===== config.mk =====
export PLATFORM = sky130hd
export DESIGN_NAME = tadf_divider
export DESIGN_NICKNAME = d
export VERILOG_FILES = /design/src/sv/tadf_pkg.sv /design/src/sv/tadf_divider.sv
export SDC_FILE = /design/constraint.sdc
export NUM_CORES = 1
export LEC_CHECK = 0
export BUFFER_PORTS_ARGS = -buffer_cell sky130_fd_sc_hd__buf_2
export CAP_MARGIN = 20
export CORE_MARGIN = 2
export CORE_UTILIZATION = 25
export DETAILED_ROUTE_END_ITERATION = 10
export SLEW_MARGIN = 30
export SYNTH_ARGS = -nofsm -noshare
export SYNTH_HDL_FRONTEND = slang
export SYNTH_SLANG_ARGS = --single-unit

===== constraint.sdc =====
create_clock -name clk -period 3.4 [get_ports clk]
set_clock_uncertainty 0.05 [all_clocks]
set_input_delay 0.17 -clock clk [delete_from_list [all_inputs] [get_ports clk]]
set_output_delay 0.17 -clock clk [all_outputs]
set_load 0.1 [all_outputs]

===== src/sv/tadf_pkg.sv =====
// ----------------------------------------------------------------------------
// tadf_pkg
// shared types, constants and coefficient tables of the three-axis decimating fir
// ----------------------------------------------------------------------------
package tadf_pkg;

  localparam int NumPhases = 4;
  localparam int PhW       = 2;
  localparam int TableLen  = 101;
  localparam int MaxTaps   = 128;
  localparam int NumAxes   = 3;

  localparam logic [1:0] RegTapCount  = 2'd0;
  localparam logic [1:0] RegDecPeriod = 2'd1;
  localparam logic [1:0] RegDivisor   = 2'd2;
  localparam logic [1:0] RegTableSel  = 2'd3;

  localparam logic [7:0]  TapCountRst  = 8'd101;
  localparam logic [7:0]  DecPeriodRst = 8'd100;
  localparam logic [34:0] DivisorRst   = 35'd20000000000;

  typedef enum logic [2:0] {
    ST_IDLE,
    ST_LOAD,
    ST_MUL,
    ST_DIV,
    ST_ACC,
    ST_FINISH,
    ST_OUT
  } state_t;

  typedef struct packed {
    logic        start;
    logic [63:0] dividend;
    logic [34:0] divisor;
  } div_req_t;

  typedef struct packed {
    logic        done;
    logic [63:0] quotient;
  } div_rsp_t;

  function automatic logic signed [31:0] tap_at(input logic sel, input logic [7:0] idx);
    logic signed [31:0] one_hz [TableLen];
    logic signed [31:0] ten_hz [TableLen];
    one_hz = '{
      32'sd8636796,32'sd8908655,32'sd9386018,32'sd10078942,32'sd10996304,32'sd12145721,
      32'sd13533470,32'sd15164425,32'sd17041992,32'sd19168068,32'sd21542992,32'sd24165523,
      32'sd27032814,32'sd30140408,32'sd33482237,32'sd37050637,32'sd40836369,32'sd44828654,
      32'sd49015219,32'sd53382353,32'sd57914969,32'sd62596683,32'sd67409896,32'sd72335890,
      32'sd77354925,32'sd82446353,32'sd87588731,32'sd92759946,32'sd97937338,32'sd103097836,
      32'sd108218093,32'sd113274624,32'sd118243946,32'sd123102718,32'sd127827887,
      32'sd132396824,32'sd136787462,32'sd140978436,32'sd144949208,32'sd148680202,
      32'sd152152917,32'sd155350049,32'sd158255595,32'sd160854954,32'sd163135021,
      32'sd165084264,32'sd166692800,32'sd167952457,32'sd168856826,32'sd169401299,
      32'sd169583099,32'sd169401299,32'sd168856826,32'sd167952457,32'sd166692800,
      32'sd165084264,32'sd163135021,32'sd160854954,32'sd158255595,32'sd155350049,
      32'sd152152917,32'sd148680202,32'sd144949208,32'sd140978436,32'sd136787462,
      32'sd132396824,32'sd127827887,32'sd123102718,32'sd118243946,32'sd113274624,
      32'sd108218093,32'sd103097836,32'sd97937338,32'sd92759946,32'sd87588731,
      32'sd82446353,32'sd77354925,32'sd72335890,32'sd67409896,32'sd62596683,32'sd57914969,
      32'sd53382353,32'sd49015219,32'sd44828654,32'sd40836369,32'sd37050637,32'sd33482237,
      32'sd30140408,32'sd27032814,32'sd24165523,32'sd21542992,32'sd19168068,32'sd17041992,
      32'sd15164425,32'sd13533470,32'sd12145721,32'sd10996304,32'sd10078942,32'sd9386018,
      32'sd8908655,32'sd8636796};
    ten_hz = '{
      32'sd0,32'sd1391726,32'sd2793204,32'sd4138558,32'sd5326427,32'sd6213670,32'sd6620972,
      32'sd6352075,32'sd5225729,32'sd3116746,32'sd0,-32'sd4010410,-32'sd8635275,
      -32'sd13425330,-32'sd17782794,-32'sd21011622,-32'sd22394538,-32'sd21290464,
      -32'sd17241826,-32'sd10078062,32'sd0,32'sd12369899,32'sd25984061,32'sd39421276,
      32'sd50995310,32'sd58915725,32'sd61488798,32'sd57339856,32'sd45633456,32'sd26265283,
      32'sd0,-32'sd31467268,-32'sd65541738,-32'sd98859168,-32'sd127512184,-32'sd147358633,
      -32'sd154387760,-32'sd145111842,-32'sd116945774,-32'sd68535640,32'sd0,32'sd86945715,
      32'sd189001136,32'sd301435992,32'sd418381074,32'sd533234228,32'sd639148398,
      32'sd729559640,32'sd798707963,32'sd842103460,32'sd856894491,32'sd842103460,
      32'sd798707963,32'sd729559640,32'sd639148398,32'sd533234228,32'sd418381074,
      32'sd301435992,32'sd189001136,32'sd86945715,32'sd0,-32'sd68535640,-32'sd116945774,
      -32'sd145111842,-32'sd154387760,-32'sd147358633,-32'sd127512184,-32'sd98859168,
      -32'sd65541738,-32'sd31467268,32'sd0,32'sd26265283,32'sd45633456,32'sd57339856,
      32'sd61488798,32'sd58915725,32'sd50995310,32'sd39421276,32'sd25984061,32'sd12369899,
      32'sd0,-32'sd10078062,-32'sd17241826,-32'sd21290464,-32'sd22394538,-32'sd21011622,
      -32'sd17782794,-32'sd13425330,-32'sd8635275,-32'sd4010410,32'sd0,32'sd3116746,
      32'sd5225729,32'sd6352075,32'sd6620972,32'sd6213670,32'sd5326427,32'sd4138558,
      32'sd2793204,32'sd1391726,32'sd0};
    if (int'(idx) >= TableLen || int'(idx) >= MaxTaps) begin
      return 32'sd0;
    end
    return sel ? ten_hz[idx[6:0]] : one_hz[idx[6:0]];
  endfunction

endpackage


===== src/sv/tadf_divider.sv =====
// ----------------------------------------------------------------------------
// tadf_divider
// restoring divider, one quotient bit per cycle, unsigned 64 by 35 bits
// ----------------------------------------------------------------------------
module tadf_divider (
  input  logic              clk,
  input  logic              rst_n,
  input  tadf_pkg::div_req_t req,
  output tadf_pkg::div_rsp_t rsp
);
  import tadf_pkg::*;

  logic [63:0] quo_r, quo_nxt;
  logic [35:0] rem_r, rem_nxt;
  logic [34:0] dvs_r, dvs_nxt;
  logic [6:0]  cnt_r, cnt_nxt;
  logic        busy_r, busy_nxt;
  logic        done_r, done_nxt;
  logic [35:0] trial;
  logic [35:0] diff;

  always_comb begin
    quo_nxt  = quo_r;
    rem_nxt  = rem_r;
    dvs_nxt  = dvs_r;
    cnt_nxt  = cnt_r;
    busy_nxt = busy_r;
    done_nxt = 1'b0;
    trial    = {rem_r[34:0], quo_r[63]};
    diff     = trial - {1'b0, dvs_r};
    if (req.start) begin
      quo_nxt  = req.dividend;
      rem_nxt  = '0;
      dvs_nxt  = req.divisor;
      cnt_nxt  = 7'd0;
      busy_nxt = 1'b1;
    end else if (busy_r) begin
      if (!diff[35]) begin
        rem_nxt = diff;
        quo_nxt = {quo_r[62:0], 1'b1};
      end else begin
        rem_nxt = trial;
        quo_nxt = {quo_r[62:0], 1'b0};
      end
      cnt_nxt = cnt_r + 7'd1;
      if (cnt_r == 7'd63) begin
        busy_nxt = 1'b0;
        done_nxt = 1'b1;
      end
    end
  end

  always_ff @(posedge clk) begin
    quo_r <= quo_nxt;
    rem_r <= rem_nxt;
    dvs_r <= dvs_nxt;
    cnt_r <= cnt_nxt;
    if (!rst_n) begin
      busy_r <= 1'b0;
      done_r <= 1'b0;
    end else begin
      busy_r <= busy_nxt;
      done_r <= done_nxt;
    end
  end

  assign rsp.done     = done_r;
  assign rsp.quotient = quo_r;

endmodule


==> impl_results.md, run 1 <==
- Status: complete, no violations
- Type of destination of the critical path: flop
- CP most frequent cell: inv_2
- Tmin final: 3.34 ns
- Synth Net Count: 832
- H-tree depth: 4
- Vias per cell: 4.57
- Ys flop type: edfxtp_1
- Starting Density: 25.3%
- Pre-Repair DR Iteration Count: 6
- DRT iter0 DRCs: 426
- Commonest non-fill, non-tap cells in the layout: buf_2, edfxtp_1, dlygate4sd3_1, nand2_1, mux2_2
- I/O Buffers: 166
- Synth unique cells: 65
- Die footprint: 32,300 µm²
- Final Power: 5440 µW
- Die Y: 180 µm
- Clock Path Buffers: 2
- Mapped Cells: 693
- Std-Cell Rows: 64
- Crit-path max cell delay: 0.39 ns
- Root Buffer: clkbuf_16
- Final setup vio count: 0
- Most common cell after layout, fill and taps aside: buf_2
- Critical path required time: 3.70 ns
- Leak Pwr: 0.00433 µW
- CTS Buf Count: 17
- Worst path slowest cell: edfxtp_1
- Pwr dens: 515 nW/µm²
- Post-synth top area share: 38.5%
- Post-Syn Area: 7730 µm²
- Worst path cell trace: inv_2 -> ha_4 -> inv_2 -> fa_2 -> a211o_1 -> a211oi_2 -> nor4_2 -> or2_1 -> a221o_1 -> or3_1 -> a31oi_1 -> xnor2_1 -> nand2_1 -> a311oi_2
- Warnings from Yosys: 0
- Hold Path Class: in -> reg
- Final slew viol count: 0
- CP top delay family: compound AO/OA/AOI/OAI gates
- Reg clk slew, reported paths: 0.07 ns
- Critical path startpoint category: flop
- CTS tree: done
- Vias: 6,222
- Routed Antenna Nets: 0
- First-pass GRT wire length: 33.3 mm
- Max-slew headroom: 40.7%
- Die Width: 180 µm
- DRC errors left: 0
- Vias in the first global route: 6,316
- Number of synthesized flops with an enable pin: 99
- Initial antenna violation count: 1
- Nets: 1,091
- Skew-Pair Late Insertion Delay: 0.43 ns
- Detailed placement HPWL: 13.9 mm
- Routed WL per cell: 15.1 µm
- CTS Sinks: 143
- I/O Pins: 167
- Crit path arrival time: 3.64 ns
- RSZ-0062 raised after global routing: yes
- Max IR drop VDD: 242 µV
- WP buf/inv: 2
- GR Overflow Total: 0
- Max Fclk: 0.299 GHz
- Share of cells above drive strength 1: 31.9%
- Crit path max fanout: 3
- Area growth, synth to finish: 36.7%
- Core ar.: 30,500 µm²
- Final Util: 34.6%
- Final WL: 20.6 mm
- Global Route Usage Sum: 12.8%
- Pin count of the biggest net entering global routing: 134
- Final hold vios: 0
- Max cap viols: 0
- Area leader, netlist: edfxtp_1
- Period utilization: 98.3%
- Placer congestion estimate: 0.817
- Asr flop ratio synth: 0%
- Sequential element share of the synthesized area: 49.8%
- Syn Area/Cell: 11.2 µm²
- Synth top area cells: edfxtp_1, dfxtp_1, mux2_2
- Kind of critical path: reg -> reg
- Yosys reg bits: 143
- Worst slew pin tran: 0.890 ns
-- synthesized netlist by cell type, drive strengths merged, types with 3 or more instances --
cell and instances:
xor2 10, or3 5, nor2b 5, a22o 3, and3 7, a311oi 23
o21bai 3, ha 36, nor2 48, mux2 63, a211oi 7, buf 10
edfxtp 99, o31ai 3, nand2 74, mux2i 5, a21oi 34, clkbuf 26
a32oi 3, a31oi 6, o21ai 28, nor3 5, o21a 8, a21boi 3
xnor2 24, nand4 8, nor3b 4, dfxtp 44, a21o 16, inv 46
nand2b 3, nand3 4, o211ai 3
-- power breakdown --
group | internal [µW] | total, µW | switching [µW]
Clock | 1010 | 1770 | 767
Combinational | 480 | 1550 | 1070
Sequential | 2040 | 2120 | 78.6
Total | 3520 | 5440 | 1920
-- through the flow --
step	hold slack, ns	std cells	instance area, µm²	worst slack (ns)	setup TNS, ns
global placement	0.298	1233	9030	0.104	0
floorplan	0.219	693	7750	-0.273	-0.453
finish	0.0184	1362	10600	0.0574	0
detailed placement	0.298	1233	9030	0.0647	0
CTS	0.00179	1360	10500	0.0517	0
global route	0.0130	1362	10600	-0.0931	-0.0931
-- layout make-up --
type | instances | area (µm²)
flip-flops and latches | 143 | 3850
clock inverters | 13 | 116
repair buffers | 276 | 1930
fillers | 3056 | 19900
diodes | 1 | 2.50
multi-input cells | 468 | 3570
clock buffers | 19 | 433
well taps | 396 | 495
inverters | 46 | 173
-- routing by layer --
metal	track usage, %	part of all wire, %	routed length [µm]	up-vias
met5	0	0	0	-
met4	5.50	2.2	450	0
met3	2.80	3.5	713	28
met2	21.0	49	10100	154
met1	16.2	45	9340	2975
li1	-	-	-	3065
-- cells by family after synthesis --
family,count (synthesis),share of synthesized area (%)
mux,68,9.82
fa+ha+maj,37,6.09
flops,143,49.8
buf+inv,82,4.55
simple gates,172,10.1
compound gates,157,15.4
xor+xnor,34,4.19
-- final timing paths --
kind	start	to	slack, ns	depth (start not counted)
worst max-delay path	quo_r[63]	rem_r[30]	0.06	14
worst min-delay path	req[84]	quo_r[49]	0.02	2
worst max register to register	quo_r[63]	rem_r[30]	0.06	14
worst min register to register	cnt_r[6]	cnt_r[6]	0.44	2
-- state kept, by name, summed over array words and instances, names as in the netlist --
name    flops
busy_r      1
cnt_r       7
done_r      1
dvs_r      35
quo_r      64
rem_r      35
-- what timing repair did --
item | CTS | global route
setup endpoints to repair | 0 | 5
buffers inserted | 0 | 1
hold endpoints to repair | 96 | 0
hold buffers | 95 | 0
gates resized for setup | 0 | 5
Note: power is estimated with default switching activity, not from simulation.
==> run 2, diff against run 1 <==
Settings changed: MAX_ROUTING_LAYER set to met4.
==> run 2 against run 1 <==
Compared with the run above: worst setup slack better by 0.0011 ns; global-route usage rose by 0.40 points; die area is the same; routed wire length about the same; count of clock-buffer cells in the layout unchanged; critical path type unchanged; non-clock buffer count did not move; power about the same; worst hold slack is essentially flat; register-to-register slack barely moved.
==> impl_results.md, run 2 (same netlist as run 1, synthesis figures left out) <==
- Worst slew pin tran: 0.896 ns (+0.00594 ns)
- Largest regs: quo_r x64, dvs_r x35, rem_r x35
- Hold slack: 0.0188 ns (+0.000409 ns)
- Type of destination of the critical path: flop
- CTS tree: done
- Skew-Pair Late Insertion Delay: 0.43 ns (about the same)
- Placer congestion estimate: 0.829 (+1.5%)
- Std-Cell Rows: 64 (unchanged)
- DP Cell Count: 1,233 (unchanged)
- Hold Path Class: in -> reg
- Period utilization: 98.3% (about the same)
- CTS Sinks: 143 (unchanged)
- Max cap viols: 0 (unchanged)
- Final hold vios: 0 (unchanged)
- Pin count of the biggest net entering global routing: 134 (unchanged)
- Vias in the first global route: 6,305 (-0.17%)
- Largest register FFs: 64 (unchanged)
- RSZ-0062 raised after global routing: yes
- Vias: 6,243 (+0.34%)
- Register area: 3850 µm² (unchanged)
- Final Power: 5440 µW (about the same)
- Final WL: 20.6 mm (about the same)
- Reg with most FFs: quo_r
- Hold Crit Depth: 2 (unchanged)
- Worst Reg-to-Reg Cells: 14 (unchanged)
- Clock Path Buffers: 2 (unchanged)
- Critical path startpoint category: flop
- Tmin final: 3.34 ns (-0.00110 ns)
- Routed Antenna Nets: 0 (unchanged)
- Status: complete, no violations
- GR Overflow Total: 0 (unchanged)
- Detailed placement HPWL: 13.9 mm (unchanged)
- Die Y: 180 µm (unchanged)
- First-pass GRT wire length: 33.2 mm (-0.12%)
- Core ar.: 30,500 µm² (unchanged)
- Starting Density: 25.3% (unchanged)
- Nets: 1,091 (unchanged)
- Crit path max fanout: 3 (unchanged)
- DRT iter0 DRCs: 415 (-2.6%)
- I/O Buffers: 166 (unchanged)
- Reg clk slew, reported paths: 0.07 ns (about the same)
- Global Route Usage Sum: 13.2% (+0.40 points)
- Vias per cell: 4.58 (+0.34%)
- Leak Pwr: 0.00433 µW (unchanged)
- Area of the multi-input gates: 3570 µm² (unchanged)
- Max-slew headroom: 40.3% (-0.40 points)
- H-tree depth: 4 (unchanged)
- Area growth, synth to finish: 36.7% (unchanged)
- Die footprint: 32,300 µm² (unchanged)
- Critical path required time: 3.70 ns (about the same)
- Pwr dens: 515 nW/µm² (about the same)
- Share of cells above drive strength 1: 31.9% (unchanged)
- CTS Buf Count: 17 (unchanged)
- Most common cell after layout, fill and taps aside: buf_2
- Kind of critical path: reg -> reg
- Crit path arrival time: 3.64 ns (about the same)
- Max Fclk: 0.299 GHz (about the same)
- Max IR drop VDD: 243 µV (+0.23%)
- Final slew viol count: 0 (unchanged)
- Final setup vio count: 0 (unchanged)
- Commonest non-fill, non-tap cells in the layout: buf_2, edfxtp_1, dlygate4sd3_1, nand2_1, mux2_2
- Final Non-Filler Cells: 1,362 (unchanged)
- DRC errors left: 0 (unchanged)
- Root Buffer: clkbuf_16
- Initial antenna violation count: 1 (unchanged)
- Die Width: 180 µm (unchanged)
- Routed WL per cell: 15.1 µm (about the same)
- Pre-Repair DR Iteration Count: 5 (-1)
- I/O Pins: 167 (unchanged)
- FILL cells: 3,056 (unchanged)
## run 2: cell counts in the layout (fill, tap and decap cells not counted)
Identical to the previous run, type by type.
## run 2: stage by stage
step           utilization (%)  TNS (ns)  area (µm²)  worst slack, ns
3_5_place_dp              29.6         0        9030           0.0647
6_report                  34.6         0       10600           0.0585
4_1_cts                   34.5         0       10500           0.0517
3_3_place_gp              29.6         0        9030            0.104
5_1_grt                   34.6   -0.0931       10600          -0.0931
2_1_floorplan                -    -0.453        7750           -0.273
## run 2: repair_timing
| action | 4_1_cts | 5_1_grt |
|---|---|---|
| buffers inserted | 0 | 1 |
| hold endpoints to repair | 96 | 0 |
| setup endpoints to repair | 0 | 5 |
| hold buffers | 95 | 0 |
| gates resized for setup | 0 | 5 |
## run 2: critical path, stage by stage (launching register included)
cell and delay (ns):
edfxtp_1 0.39, inv_2 0.09, ha_4 0.13, inv_2 0.03
fa_2 0.34, a211o_1 0.30, a211oi_2 0.26, nor4_2 0.07
or2_1 0.23, a221o_1 0.34, or3_1 0.31, a31oi_1 0.23
xnor2_1 0.15, nand2_1 0.08, a311oi_2 0.24
## run 2: routing by layer
| layer | up-vias | track usage [%] | wire [µm] |
|---|---|---|---|
| met5 | - | - | 0 |
| met4 | 0 | 5.50 | 478 |
| met3 | 32 | 2.74 | 700 |
| met2 | 155 | 21.0 | 10000 |
| met1 | 2996 | 16.3 | 9360 |
| li1 | 3060 | - | - |
## run 2: path summary, 6_finish.rpt
path	startpoint	slack (ns)	end
worst max-delay path	quo_r[63]	0.06	rem_r[30]
worst max register to register	quo_r[63]	0.06	rem_r[30]
worst min-delay path	req[84]	0.02	quo_r[49]
worst min register to register	cnt_r[6]	0.44	cnt_r[6]
## run 2: layout make-up
type                    instances  share of cell area (%)
flip-flops and latches        143                    36.5
multi-input cells             468                    33.7
repair buffers                276                    18.2
well taps                     396                    4.69
clock buffers                  19                    4.10
inverters                      46                    1.63
clock inverters                13                    1.10
diodes                          1                  0.0237
## run 2: power by group
group          total [µW]  internal [µW]  switching (µW)  leakage [µW]
Clock                1770           1010             768      0.000252
Sequential           2120           2040            78.6       0.00135
Combinational        1550            480            1070       0.00273
